`config.mk`:
```
export PLATFORM = sky130hd
export DESIGN_NAME = crl_mac
export DESIGN_NICKNAME = d
export VERILOG_FILES = /design/src/design/crl_pkg.sv /design/src/design/crl_mac.sv
export SDC_FILE = /design/constraint.sdc
export NUM_CORES = 2
export LEC_CHECK = 0
export ABC_AREA = 1
export BUFFER_PORTS_ARGS = -buffer_cell sky130_fd_sc_hd__buf_2
export CORE_ASPECT_RATIO = 0.5
export CORE_UTILIZATION = 32
export DETAILED_ROUTE_END_ITERATION = 6
export GPL_ROUTABILITY_DRIVEN = 0
export HOLD_SLACK_MARGIN = 0.12
export PLACE_DENSITY_LB_ADDON = 0.08
export REMOVE_ABC_BUFFERS = 1
export SLEW_MARGIN = 10
export SYNTH_ARGS = -nofsm -noshare
export SYNTH_HDL_FRONTEND = slang
export SYNTH_SLANG_ARGS = --single-unit
```
`constraint.sdc`:
```
create_clock -name i_clk -period 8.1 [get_ports i_clk]
set_input_delay 0.405 -clock i_clk [delete_from_list [all_inputs] [get_ports i_clk]]
set_output_delay 0.405 -clock i_clk [all_outputs]
set_load 0.05 [all_outputs]
```
`src/design/crl_pkg.sv`:
```
// shared types and constants for the closed catmull-rom curve evaluator
`timescale 1ns / 1ps
`default_nettype none

package crl_pkg;

    // opcodes of an input transaction
    localparam logic OP_WRITE = 1'b0;
    localparam logic OP_EVAL  = 1'b1;

    localparam int MAX_POINTS_DEF = 128;
    localparam int COORD_W        = 32;
    localparam int PT_W           = 3 * COORD_W;
    localparam int FRAC_W         = 16;
    localparam int CNT_W          = 8;
    localparam int IDX_W          = 7;
    localparam int CNT_RESET      = 4;
    localparam int WT_W           = 19;
    localparam int PROD_W         = COORD_W + WT_W;
    localparam int ACC_W          = PROD_W + 3;
    localparam int OQ_DEPTH       = 4;
    localparam int OQ_AW          = 2;
    localparam int OQ_CW          = 3;

    typedef logic signed [WT_W-1:0] t_weight;
    typedef t_weight [3:0] t_weight_set;

    // tag travelling with each point read
    typedef struct packed {
        logic       valid;
        logic [1:0] k;
    } t_tag;

endpackage

`default_nettype wire

```
`src/design/crl_mac.sv`:
```
// one coordinate: weight multiply, four term accumulate, floor and saturate
`timescale 1ns / 1ps
`default_nettype none

module crl_mac (
    input  wire                                 i_clk,
    input  wire                                 i_rst_n,
    input  wire signed [crl_pkg::COORD_W-1:0]   i_d,
    input  crl_pkg::t_tag                       i_tag,
    input  crl_pkg::t_weight_set                i_w,
    output logic                                o_done,
    output logic signed [crl_pkg::COORD_W-1:0]  o_res
);

    localparam int SH_W = crl_pkg::ACC_W - crl_pkg::FRAC_W;
    localparam logic signed [SH_W-1:0] MAXV = SH_W'(64'sd2147483647);
    localparam logic signed [SH_W-1:0] MINV = -SH_W'(64'sd2147483648);

    logic signed [crl_pkg::COORD_W-1:0] r_d2, r_d3;
    crl_pkg::t_tag                      r_tag2, r_tag3, r_tag4;
    logic signed [crl_pkg::PROD_W-1:0]  r_prod;
    logic signed [crl_pkg::ACC_W-1:0]   r_acc;
    logic                               r_done;

    logic signed [crl_pkg::PROD_W-1:0]  prod;
    logic signed [SH_W-1:0]             sh;

    assign prod = r_d3 * i_w[r_tag3.k];

    // tag pipeline
    always_ff @(posedge i_clk) begin
        if (!i_rst_n) begin
            r_tag2 <= '0;
            r_tag3 <= '0;
            r_tag4 <= '0;
            r_done <= 1'b0;
        end else begin
            r_tag2 <= i_tag;
            r_tag3 <= r_tag2;
            r_tag4 <= r_tag3;
            r_done <= r_tag4.valid && (r_tag4.k == 2'd3);
        end
    end

    // data delay, product and accumulator
    always_ff @(posedge i_clk) begin
        r_d2   <= i_d;
        r_d3   <= r_d2;
        r_prod <= prod;
        if (r_tag4.valid) begin
            if (r_tag4.k == 2'd0) begin
                r_acc <= crl_pkg::ACC_W'(r_prod);
            end else begin
                r_acc <= r_acc + crl_pkg::ACC_W'(r_prod);
            end
        end
    end

    // floor by arithmetic shift, then clamp
    always_comb begin
        sh = SH_W'(r_acc >>> crl_pkg::FRAC_W);
        if (sh > MAXV) begin
            o_res = 32'sh7FFFFFFF;
        end else if (sh < MINV) begin
            o_res = 32'sh80000000;
        end else begin
            o_res = sh[crl_pkg::COORD_W-1:0];
        end
    end

    assign o_done = r_done;

endmodule

`default_nettype wire

```
After elaboration in Yosys (flattened, before gate mapping):

Cells that the tools add are included.

* register bits: 179
* bits in latches: 0
* RAM bits: 0
* ROM bits: 0
* output and inout port bits: 33
* logic and storage cells: 24
* memories kept: 0

* add/sub/neg operators: 1
* multiply operators: 1
* divide/modulo/power cells: 0
* $lt $le $gt $ge: 3
* eq/ne operators: 1
* shifts and indexed selects: 0
* muxes and demuxes: 5
* bitwise logic cells: 0
* reductions and logical operators: 2

Operators with widths (count)
* $mux W32: 2
* $add A54 B51 Y54: 1
* $mux W54: 1
* $mul A32 B19 Y51: 1
* $bmux W19 S2: 1
* $gt A38 B32 Y1 const B: 1
* $lt A38 B32 Y1 const B: 1
* $mux W19: 1
* $lt A2 B3 Y1 const B: 1
* $eq A2 B2 Y1 const B: 1
* $logic_not A2 Y1: 1
* $logic_and A1 B1 Y1: 1

Longest topological paths before layout:

* word-level depth: 3
* depth in mapped cells: 35

Worst setup path after synthesis:

Ideal clock, no wire load.

* path type: register to register
* start: reg r_tag3[0] in the netlist's numbering
* end: reg r_prod[48] in the netlist's numbering
* setup time: 113 ps
* arrival: 6175 ps
* required time: 7987 ps
* slack: 1812 ps
* cell stages (with the launch flop): 27
* buffers on the path: 3
* period minus slack after synthesis: 6288 ps
* cell sequence: dfxtp_1 -> buf_2 -> buf_2 -> nand2_1 -> nand3_1 -> nand2_1 -> buf_2 -> nor2_1 -> fa_1 -> fa_1 -> fa_1 -> inv_1 -> fa_1 -> inv_1 -> fa_1 -> fa_1 -> ha_1 -> ha_1 -> nand2_1 -> nor2_1 -> inv_1 -> nor2_2 -> inv_1 -> nor3_1 -> nand3_1 -> nand4_1 -> nand2_1

* cells in the longest elaborated chain, start to end: 3

Ends and longest elaborated chain
* from (decl): RTL line crl_mac.sv:20 `crl_pkg::t_tag r_tag2, r_tag3, r_tag4;`
* from (signal assigned): RTL line crl_mac.sv:39 `r_tag3 <= r_tag2;`
* $bmux W19 S2: RTL line crl_mac.sv:28 `assign prod = r_d3 * i_w[r_tag3.k];`
* $mux W19 (implied by the code): RTL line crl_mac.sv:28
* $mul A32 B19 Y51: RTL line crl_mac.sv:28
* net prod, one bit: RTL line crl_mac.sv:25 `logic signed [crl_pkg::PROD_W-1:0] prod;`
* to (signal assigned): RTL line crl_mac.sv:49 `r_prod <= prod;`
* to (decl): RTL line crl_mac.sv:21 `logic signed [crl_pkg::PROD_W-1:0] r_prod;`

The timed path passes the listed nets, and every way through them passes these cells. The select of a mux whose other input is x is not followed.
A chain may end at the register's enable or synchronous reset.

Final worst setup path:

* start: reg r_tag3[0] in the netlist's numbering
* end: reg r_prod[40] in the netlist's numbering

Same word-level chain as after synthesis.

==> reports/metrics.cfg <==
[detailed_routing]
drtIter0Drc=1856
dr.pass1.iters=5
vias=27000
wl_met1_um=56400
routed-wl-met3_um=6100
top_layer=met4
ant_nets=0
dr_wl_met2_um=52600
drc=0
avgViaCountPerCell=4.77
drt-total-wl_um=118000
wire_per_inst_um=20.9

[finish]
fill_cells=10500
instances_no_fill=5653
syn_to_final_growth_pct=10.5
final_nets=5208
antennaDiodeCount=0
drive_gt1_share_pct=8.35

[sta]
fin_tns_setup_ns=0
fin_worst_skew_ns=0.0361
slew_headroom_pct=39.2
period_minus_slack_ns=7.71
whs_ns=0.183
hold_viol=0
drv_slew=0
worst_pin_slew_ns=0.909
setup_viol=0
fmax_mhz=130
rsz0062_at_grt=false
period_share_pct=95.2

[synthesis]
synth_xor_area_share_pct=1.40
netlist_area_um2=31900
synth-simple-area-share_pct=23.7
synth_compound_area_share_pct=4.69
synthMuxAreaShare_pct=0
ys_ff_latch=179
synth.largest_area_cell=fa_1
synth_fa_ha_area_share_pct=44.6
async_flop_share_pct=0
seq_area_frac_synth_pct=12.9
synth_cells=4161
yosysTopAreaCellShare_pct=37.1
synth_cell_types=49
synth_most_common_cell=nand2_1
synth-edff-count=54
syn_area_per_cell_um2=7.66
synth_common_cells=nand2_1 (1,052), inv_1 (906), fa_1 (591)
synth.area.top_cells=fa_1 (37%), nand2_1 (12%), inv_1 (11%)
yosys_warnings=0
synth_flop_cell=dfxtp_1
synth_top_family_by_area=adder cells

[placed_design]
hpwl_um=99400
portBuffers=145
place_inst=5586

[setup_path]
end_kind=register
startpoint_type=register
cp.arrival_ns=8.18
crit_type=reg -> reg
r2r-end=r_prod[40]
worstRegToRegCells=27
crit_fanout=27
cp.required_ns=8.57
regToRegStartpoint=r_tag3[0]
ff2ff_setup_slack_ns=0.39

[floorplanning]
pin_count=146
coreArea_um2=98200
die_area_um2=101000
die_h_um=225
die_w_um=448
start_util_pct=32.5
rows=81

[cts]
cts_setup_buffers=0
clkTransAtPathRegs_ns=0.12
clkLatencyLatePin_ns=0.57
cts_tree=yes
ctsRootBufferMaster=clkbuf_16
clock_sink_count=179
cts-buffers-inserted=17
clockBufferDepth=2
htreeDepth=4

[min_path]
min_path_type=in -> reg
holdPathEnd=r_tag4[2]
worstHoldPathCells=3
hp-start=i_rst_n

[global_route]
grt_max_degree=65
grt_pass1_vias=28900
antenna_found_initial=1
grt_pass1_wl_um=180000
grt-ovfl-total=0
grt.total_usage_pct=24.3

[flow_run]
maxCapViolCount=0

[outcome]
status=complete, no violations

[sequential cells by signal (all words and copies together), names as in the netlist]
name    count
r_tag2      3
r_d3       32
r_acc      54
r_d2       32
r_tag3      3
r_tag4      3
o_done      1
r_prod     51
[area by class of cell]
cell class	count	area, um2	share of cell area [%]
multi-input cells	2934	23700	67.4
clock inverters	15	213	0.604
well taps	1328	1660	4.72
repair buffers	242	1540	4.37
flip-flops and latches	179	4130	11.7
clock buffers	17	425	1.21
inverters	938	3520	10.0
[worst max-delay path: stages (launching register included)]
cell and delay (ns):
dfxtp_1 0.34, inv_2 0.29, buf_4 0.28, nand2_1 0.08, nand3_1 0.07, nand2_1 0.30
inv_2 0.65, nand2_1 0.16, fa_1 0.55, inv_1 0.06, fa_1 0.50, inv_1 0.06
fa_1 0.53, inv_1 0.05, fa_1 0.49, fa_1 0.43, fa_1 0.42, fa_1 0.54
ha_1 0.43, nand2_1 0.12, nor2_1 0.16, inv_1 0.09, nor2_1 0.16, inv_1 0.08
nor2_1 0.32, nand3_1 0.12, nand3_1 0.12, xor2_1 0.16
[layout by cell type, fill, tap and decap left out, types with 6 or more instances in the layout]
cell,n
clkbuf_16,17
xor2_1,28
dlygate4sd3_1,35
a21oi_1,116
a21oi_2,6
nor2_2,32
fa_1,591
o21ai_0,95
xnor2_1,23
nor3_2,8
buf_2,145
inv_1,906
o21bai_1,24
clkinv_1,10
nand3b_1,6
nand2_2,24
nand2_1,1052
nand4_1,36
nand3_1,153
inv_2,21
nor3_1,16
nand3_2,7
dfxtp_1,124
nor2_1,468
edfxtp_1,54
ha_1,192
buf_4,62
[worst max-delay path by stage]
stage | startpoint | to | slack (ns) | cells after the start
finish | r_tag3[0] | r_prod[40] | 0.39 | 27
global route | r_tag3[0] | r_prod[40] | 0.004 | 27
CTS | r_tag3[0] | r_prod[42] | 0.29 | 29
detailed placement | r_tag3[1] | r_prod[42] | 0.32 | 28
global placement | r_tag3[0] | r_prod[42] | 0.40 | 29
floorplan | r_tag3[0] | r_prod[48] | 0.69 | 24
[kinds of logic after synthesis]
group | count (synthesis)
flops | 179
simple gates | 1833
xor+xnor | 51
compound gates | 267
fa+ha+maj | 783
buf+inv | 1048
[metrics by stage]
step / util (%) / cell area [um2] / worst slack, ns
2_1_floorplan: - / 31400 / 0.692
3_3_place_gp: 34.9 / 34200 / 0.396
3_5_place_dp: 34.9 / 34200 / 0.324
4_1_cts: 35.9 / 35200 / 0.285
5_1_grt: 35.9 / 35200 / 0.00399
6_report: 35.9 / 35200 / 0.388
[timing repair]
item | in CTS | in global routing
endpoints found under the setup margin | 0 | 9
gates resized for setup | 0 | 1
hold endpoints to repair | 35 | 0
hold buffers | 35 | 0
[per-layer routing]
layer	track usage (%)	vias to the layer above
met4	6.65	0
met5	0	-
li1	-	12600
met2	38.8	712
met3	3.74	116
met1	34.1	13500
Power is left out: the tool's default activity adds up to more than one toggle a clock period on the data nets, which glitch-free logic cannot reach.
