<file path="src/design/crl_pkg.sv">
// shared types and constants for the closed catmull-rom curve evaluator
`timescale 1ns / 1ps
`default_nettype none

package crl_pkg;

    // opcodes of an input transaction
    localparam logic OP_WRITE = 1'b0;
    localparam logic OP_EVAL  = 1'b1;

    localparam int MAX_POINTS_DEF = 128;
    localparam int COORD_W        = 32;
    localparam int PT_W           = 3 * COORD_W;
    localparam int FRAC_W         = 16;
    localparam int CNT_W          = 8;
    localparam int IDX_W          = 7;
    localparam int CNT_RESET      = 4;
    localparam int WT_W           = 19;
    localparam int PROD_W         = COORD_W + WT_W;
    localparam int ACC_W          = PROD_W + 3;
    localparam int OQ_DEPTH       = 4;
    localparam int OQ_AW          = 2;
    localparam int OQ_CW          = 3;

    typedef logic signed [WT_W-1:0] t_weight;
    typedef t_weight [3:0] t_weight_set;

    // tag travelling with each point read
    typedef struct packed {
        logic       valid;
        logic [1:0] k;
    } t_tag;

endpackage

`default_nettype wire

</file>
<file path="src/design/crl_weights.sv">
// cubic basis weights from the local parameter over three stages
`timescale 1ns / 1ps
`default_nettype none

module crl_weights (
    input  wire                           i_clk,
    input  wire                           i_rst_n,
    input  wire                           i_start,
    input  wire [crl_pkg::FRAC_W-1:0]     i_t,
    output crl_pkg::t_weight_set          o_w
);

    logic                         r_v1;
    logic                         r_v2;
    logic [crl_pkg::FRAC_W-1:0]   r_t2;
    logic [crl_pkg::FRAC_W-1:0]   r_t3;
    crl_pkg::t_weight_set         r_w;

    logic [2*crl_pkg::FRAC_W-1:0] sq;
    logic [2*crl_pkg::FRAC_W-1:0] cu;
    logic signed [19:0]           e1, e2, e3;
    logic signed [19:0]           d0, d1, d2, d3;

    assign sq = i_t * i_t;
    assign cu = r_t2 * i_t;

    // doubled weights, exact
    always_comb begin
        e1 = {4'b0, i_t};
        e2 = {4'b0, r_t2};
        e3 = {4'b0, r_t3};
        d0 = (e2 <<< 1) - e3 - e1;
        d1 = (e3 <<< 1) + e3 - (e2 <<< 2) - e2 + 20'sd131072;
        d2 = (e2 <<< 2) + e1 - (e3 <<< 1) - e3;
        d3 = e3 - e2;
    end

    always_ff @(posedge i_clk) begin
        if (!i_rst_n) begin
            r_v1 <= 1'b0;
            r_v2 <= 1'b0;
        end else begin
            r_v1 <= i_start;
            r_v2 <= r_v1;
        end
    end

    // halving is a floor, so drop the low bit
    always_ff @(posedge i_clk) begin
        if (i_start) begin
            r_t2 <= sq[2*crl_pkg::FRAC_W-1:crl_pkg::FRAC_W];
        end
        if (r_v1) begin
            r_t3 <= cu[2*crl_pkg::FRAC_W-1:crl_pkg::FRAC_W];
        end
        if (r_v2) begin
            r_w[0] <= d0[19:1];
            r_w[1] <= d1[19:1];
            r_w[2] <= d2[19:1];
            r_w[3] <= d3[19:1];
        end
    end

    assign o_w = r_w;

endmodule

`default_nettype wire

</file>
<file path="config.mk">
export PLATFORM = sky130hd
export DESIGN_NAME = crl_weights
export DESIGN_NICKNAME = d
export VERILOG_FILES = /design/src/design/crl_pkg.sv /design/src/design/crl_weights.sv
export SDC_FILE = /design/constraint.sdc
export NUM_CORES = 1
export LEC_CHECK = 0
export BUFFER_PORTS_ARGS = -buffer_cell sky130_fd_sc_hd__buf_2
export CAP_MARGIN = 20
export CORE_MARGIN = 2
export CORE_UTILIZATION = 40
export DETAILED_ROUTE_END_ITERATION = 8
export SLEW_MARGIN = 20
export SYNTH_ARGS = -nofsm -noshare
export SYNTH_HDL_FRONTEND = slang
export SYNTH_SLANG_ARGS = --single-unit
</file>
<file path="constraint.sdc">
create_clock -name i_clk -period 7.2 [get_ports i_clk]
set_clock_uncertainty 0.1 [all_clocks]
set_input_delay 0.36 -clock i_clk [delete_from_list [all_inputs] [get_ports i_clk]]
set_output_delay 0.36 -clock i_clk [all_outputs]
set_load 0.05 [all_outputs]
</file>
# --- Yosys cells after proc, flatten, opt, wreduce, memory -nomap -nowiden ---
# Index checks and enable logic that the tools add are counted.
word_totals:
  regBits: 110
  inputBits: 19
  output_inout_bits: 76
  word_cells: 20
op_classes:
  addsub: 10
  multipliers: 2
ops:
  columns: ["operator", "n"]
  rows:
  - ["16-bit by 16-bit multiplier with 32-bit output", 2]
  - ["19-bit by 17-bit subtractor with 20-bit output", 2]
  - ["20-bit by 19-bit adder with 20-bit output, second input constant", 1]
  - ["20-bit by 17-bit subtractor with 20-bit output", 1]
  - ["18-bit by 16-bit adder with 19-bit output", 1]
  - ["18-bit by 17-bit subtractor with 19-bit output", 1]
  - ["18-bit by 18-bit subtractor with 19-bit output", 1]
  - ["17-bit by 16-bit adder with 18-bit output", 1]
  - ["17-bit by 16-bit subtractor with 18-bit output", 1]
  - ["16-bit by 16-bit subtractor with 17-bit output", 1]

# --- Logic depth before layout (Yosys ltp) ---
# Gate-level depths: netlist (run 1).
logic_depth:
  depth_word: 4
  ltp_mapped: 25
  mapped_depth_nobuf: 24

# --- Least setup slack after synthesis (run 1) ---
# Ideal clock, no wire load.
synth_path:
  path_type: "input-to-reg"
  startpoint: "input port i_t[10] (netlist name)"
  endpoint: "register r_t2[12] (netlist name) (data pin)"
  setup_ns: 0.260
  arrival_time_ns: 6.116
  required_ns: 6.840
  slack_ns: 0.724
  path_stages: 22
  n_path_buf: 2
  cell_sequence: "clkbuf_1 -> buf_1 -> nand2_1 -> fa_1 -> fa_1 -> inv_1 -> fa_1 -> fa_1 -> fa_1 -> inv_1 -> fa_1 -> inv_1 -> ha_1 -> a21oi_1 -> o21ai_1 -> a2111o_1 -> o21ai_1 -> o21ai_1 -> a41o_1 -> or2_4 -> a311oi_2 -> xnor2_1"
synth_via:
  elab_chain_len: 1
synth_lines:
  columns: ["item", "line", "source"]
  rows:
  - ["start: declaration", "crl_weights.sv:9", "input wire [crl_pkg::FRAC_W-1:0] i_t,"]
  - ["16-bit by 16-bit multiplier with 32-bit output", "crl_weights.sv:24", "assign sq = i_t * i_t;"]
  - ["net sq (one bit)", "crl_weights.sv:19", "logic [2*crl_pkg::FRAC_W-1:0] sq;"]
  - ["end signal: assignment", "crl_weights.sv:51", "r_t2 <= sq[2*crl_pkg::FRAC_W-1:crl_pkg::FRAC_W];"]
  - ["end: declaration", "crl_weights.sv:15", "logic [crl_pkg::FRAC_W-1:0] r_t2;"]
# The timed path passes the listed nets, and every way through them passes these cells.
# A chain may end at the register's enable or synchronous reset.

# --- Final worst setup path (run 1) ---
layout_path:
  startpoint: "register r_t2[10] (netlist name)"
  endpoint: "register r_t3[15] (netlist name) (data pin)"
layout_via:
  elab_chain_len: 1
layout_lines:
  columns: ["item", "line", "source"]
  rows:
  - ["16-bit by 16-bit multiplier with 32-bit output", "crl_weights.sv:25", "assign cu = r_t2 * i_t;"]
  - ["net cu (one bit)", "crl_weights.sv:20", "logic [2*crl_pkg::FRAC_W-1:0] cu;"]
  - ["end signal: assignment", "crl_weights.sv:54", "r_t3 <= cu[2*crl_pkg::FRAC_W-1:crl_pkg::FRAC_W];"]
  - ["end: declaration", "crl_weights.sv:16", "logic [crl_pkg::FRAC_W-1:0] r_t3;"]
# The timed path passes the listed nets, and every way through them passes these cells.

==> out/results.txt, run 1 <==
Status - finished, final reports clean
Post-DR wirelength/cell - 18.1 um
Root buffer cell - clkbuf_16
Clock latency on the worst-skew pair - 380 ps
Max cap viols - 0
CP endpoint kind - flop
First-pass GRT wire length - 98900 um
# DRC - 0
Measured slew at the worst slew-check pin - 934 ps
Worst EP arrival - 6770 ps
I/O pins - 95
Setup crit start kind - flop
Synth warn - 0
Post-CTS Setup Inserts - 0
Mapped Cells - 2477
Main synth FF type - edfxtp_1
Setup tns final - 0 ps
DRT iter0 DRCs - 1057
#FFs+latches synth - 106
Setup violators final - 0
TritonCTS Buffers - 9
Clock Path Buffers - 2
Hold_buf cts - 0
Die Width - 245 um
Nets - 3342
Clock transition at path regs - 80 ps
Starting Density - 40.3%
Netlist cell types - 64
Fillers - 5643
Syn nets - 3228
CTS tree - done
Finished Layout Cells - 3360
Via/cell ratio - 5.07
HPWL after DPL - 51600 um
Unrepaired setup endpoints after global routing - no
WL final - 61000 um
Fmax achieved - 148 MHz
Grt total ovfl - 0
Area grow syn2layout - 8.66%
Vias in the first global route - 18500
Initial antenna violation count - 1
Die H - 245 um
Sequential fraction of the synthesis area - 13.6%
Met3 WL post-DR - 3220 um
M1 wire length - 26500 um
Inserted Diodes - 0
Top sig layer - met4
Crit Path Category - reg -> reg
Share of cells above drive strength 1 - 7.82%
Post-synth EDFFs - 104
Dominant cells by area after synthesis - fa_1 35%, ha_1 18%, edfxtp_1 13%, inv_1 9.1%, nand2_1 4.1%
Post-route ant nets - 0
Hold crit path type - in -> reg
Most frequent cells in the layout - 565 x inv_1, 404 x fa_1, 328 x ha_1
H-tree levels - 3
Syn Area/Cell - 9.36 sq um
Final Max Slew Viols - 0
Clk sinks - 106
Synth area leader - fa_1
# placed instances - 3345
Total track usage - 21.2%
Largest net degree at the start of global routing - 73
Commonest non-fill, non-tap cell in the layout - inv_1
GPL Wtd Cong - 0.925
Via count - 17000
IO buf count - 94
# resized after CTS - 0
Post-synthesis async set-or-reset flop share - 0%
Yosys top cell area share - 34.9%
Die area - 0.0599 sq mm
Metal2 WL - 29700 um
Fin crit period - 6740 ps
Core box area - 0.0575 sq mm
Synthesized area - 0.0232 sq mm
Fin crit share - 93.6%
Worst EP required - 7230 ps
Row count - 88
Relative slew slack - 36.9%
Detailed Routing Iterations Pass 1 - 5
Fin util - 43.8%
Crit Path Max Fanout - 8
Hold Vio Cnt, Final - 0
synthesized netlist by cell type (all sizes together), types with 12 or more instances:
cell,number
nor3,20
xnor2,86
a21o,32
and2,27
o21ai,47
a21oi,95
nand2,254
nor2b,19
buf,13
fa,404
ha,328
inv,567
nor2,216
nand3,16
edfxtp,104
clkbuf,53
o21a,12
xor2,36
per-layer routing:
| layer | vias up | global-route usage, % |
|---|---|---|
| li1 | 7905 | - |
| met1 | 8549 | 28.0 |
| met2 | 485 | 36.6 |
| met3 | 86 | 2.64 |
| met4 | 0 | 5.65 |
| met5 | - | 0 |
path summary, 6_finish.rpt:
kind | start | cells past startpoint | endpoint | slack, ps
max | r_t2[10] | 23 | r_t3[15] | 460
min | i_rst_n | 2 | r_v2 | 130
max reg2reg | r_t2[10] | 23 | r_t3[15] | 460
min reg2reg | r_t3[15] | 2 | o_w[71] | 710
area by class of cell:
cell class                      count  area (sq um)  share of cell area [%]
Clock buffer                       10           229                   0.909
Clock inverter                      5          55.1                   0.219
Inverter                          578          2170                    8.61
Multi-Input combinational cell   1727         17600                    69.8
Sequential cell                   106          3170                    12.6
Tap cell                          765           957                    3.80
Timing Repair Buffer              169          1030                    4.10
state kept, by name (all words and copies together) (netlist names):
signal,flops
r_t2,16
r_v1,1
r_t3,16
r_v2,1
o_w,72
stage by stage:
step / hold slack, ps / cell area [sq um] / setup slack (ps)
floorplan: 372 / 23200 / 724
global placement: 527 / 24900 / 419
detailed placement: 528 / 24900 / 334
CTS: 138 / 25200 / 517
global route: 149 / 25200 / 218
finish: 129 / 25200 / 459
critical path: stages (launching register included):
cell	delay [ps]
edfxtp_1	410
inv_1	460
nor2_1	120
fa_1	510
inv_1	50
fa_1	480
inv_1	50
fa_1	490
fa_1	510
fa_1	500
inv_1	60
fa_1	480
inv_1	40
ha_1	340
a21o_1	210
a21o_1	180
a21oi_1	220
o21ai_1	110
o311ai_1	260
buf_4	180
a21oi_1	140
a211o_1	320
a21oi_1	190
xnor2_1	80
kinds of logic (layout without fill, tap and decap cells):
| kind of cell | after synthesis | in the layout | share of synthesized area (%) |
|---|---|---|---|
| adders and majority gates | 732 | 732 | 52.6 |
| buffers and inverters | 644 | 762 | 10.5 |
| and+or+nand+nor | 600 | 600 | 11.0 |
| AOI/OAI and AO/OA | 271 | 271 | 7.55 |
| xor gates and xnor gates | 122 | 122 | 4.61 |
| DFF | 106 | 106 | 13.6 |
| muxes | 2 | 2 | 0.0971 |
Power of run 1 is left out: the tool's default activity adds up to more than one toggle a clock period on the data nets, which glitch-free logic cannot reach.
==> inputs of run 2 (changes only) <==
Settings changed: CTS_BUF_LIST set to sky130_fd_sc_hd__clkbuf_8.
==> run 2 against run 1 <==
Net effect: count of clock-buffer cells in the layout shrank 1; first-iteration DRC count shrank 3.7%; die area is the same; fmax shrank 0.63%; worst setup slack lost 43 ps; critical path depth is the same; cell count is the same; critical path type unchanged; critical endpoint unchanged; highest routed layer unchanged.
==> out/results.txt, run 2 (synthesis gave the netlist of run 1 again) <==
Worst r2r src - r_t2[10]
Status - finished, final reports clean
Hold crit path type - in -> reg
WL final - 60900 um
Die H - 245 um
Commonest non-fill, non-tap cell in the layout - inv_1
HPWL after DPL - 51600 um
Relative slew slack - 36.4%
Crit Path Max Fanout - 8
Via/cell ratio - 5.06
Hold_sp - i_rst_n
Starting Density - 40.3%
Most frequent cells in the layout - 566 x inv_1, 404 x fa_1, 328 x ha_1
Clock Path Buffers - 2
Post-route ant nets - 0
Clock transition at path regs - 110 ps
Fin crit period - 6780 ps
Nets - 3342
CTS tree - done
First-pass GRT wire length - 99000 um
Measured slew at the worst slew-check pin - 942 ps
DRT iter0 DRCs - 1018
Clock latency on the worst-skew pair - 420 ps
I/O pins - 95
Hold Vio Cnt, Final - 0
GPL Wtd Cong - 0.925
Root buffer cell - clkbuf_8
Area grow syn2layout - 8.23%
Die area - 0.0599 sq mm
# DRC - 0
Post-CTS Setup Inserts - 0
Detailed Routing Iterations Pass 1 - 5
Row count - 88
TritonCTS Buffers - 9
Met3 Usage GRT - 2.68%
Grt total ovfl - 0
Max cap viols - 0
Final Max Slew Viols - 0
Fmax achieved - 147 MHz
Pre-CTS setup slack - 334 ps
Initial antenna violation count - 1
Die Width - 245 um
Share of cells above drive strength 1 - 7.82%
CP endpoint kind - flop
Setup crit start kind - flop
Core box area - 0.0575 sq mm
Fillers - 5654
Inserted Diodes - 0
Most Crowded Layer GR - met2
# resized after CTS - 0
Fin util - 43.6%
Crit path launch - r_t2[10]
Met2 GRT Util - 36.5%
Vias in the first global route - 18500
IO buf count - 94
Final WS setup - 416 ps
Clk sinks - 106
Worst EP arrival - 6860 ps
Largest register FFs - 72
Setup violators final - 0
Worst EP required - 7280 ps
Post-DR wirelength/cell - 18.1 um
Unrepaired setup endpoints after global routing - no
Crit Path Category - reg -> reg
Total track usage - 21.2%
Internal reg-to-reg setup slack - 420 ps
Hold_buf cts - 0
H-tree levels - 3
Setup tns final - 0 ps
Grt met1 use - 28.1%
Largest net degree at the start of global routing - 73
Fin crit share - 94.2%
Via count - 17000
-- run 2: changes by cell type in the layout (fill, tap and decap cells not counted) --
| cell | change |
|---|---|
| inv_1 | +1 |
| clkbuf_8 | +9 |
| clkbuf_1 | -1 |
| clkbuf_16 | -9 |
-- run 2: worst paths after layout --
path / endpoint / depth (start not counted)
worst min-delay path: r_v2 / 2
worst max register to register: r_t3[15] / 23
worst max-delay path: r_t3[15] / 23
worst min register to register: o_w[71] / 2
-- run 2: through the flow --
stage	cell area, sq um	std cells	hold slack (ps)
finish	25100	3360	85.6
global route	25100	3360	87.4
CTS	25100	3360	84.6
detailed placement	24900	3345	528
global placement	24900	3345	527
floorplan	23200	2477	372
-- run 2: metal layers --
layer | up-vias | share of wire [%]
met3 | 85 | 5.6
met1 | 8534 | 43
met5 | - | 0
met4 | 0 | 2.5
met2 | 470 | 49
li1 | 7904 | -
-- run 2: layout make-up --
cell class                      instances  area [sq um]  share of cell area, %
Multi-Input combinational cell       1727         17600                   70.1
Timing Repair Buffer                  169          1030                   4.12
Sequential cell                       106          3170                   12.6
Clock buffer                            9           124                  0.494
Tap cell                              765           957                   3.82
Clock inverter                          6          58.8                  0.234
Inverter                              578          2170                   8.65
-- run 2: worst max-delay path, cell delays in order (launching register included) --
cell and delay, ps:
edfxtp_1 410, inv_1 470, nor2_1 110, fa_1 510
inv_1 50, fa_1 480, inv_1 50, fa_1 490
fa_1 510, fa_1 500, inv_1 60, fa_1 490
inv_1 40, ha_1 340, a21o_1 210, a21o_1 180
a21oi_1 220, o21ai_1 100, o311ai_1 280, buf_4 190
a21oi_1 130, a211o_1 320, a21oi_1 190, xnor2_1 80
Power of run 2 is left out for the same reason.
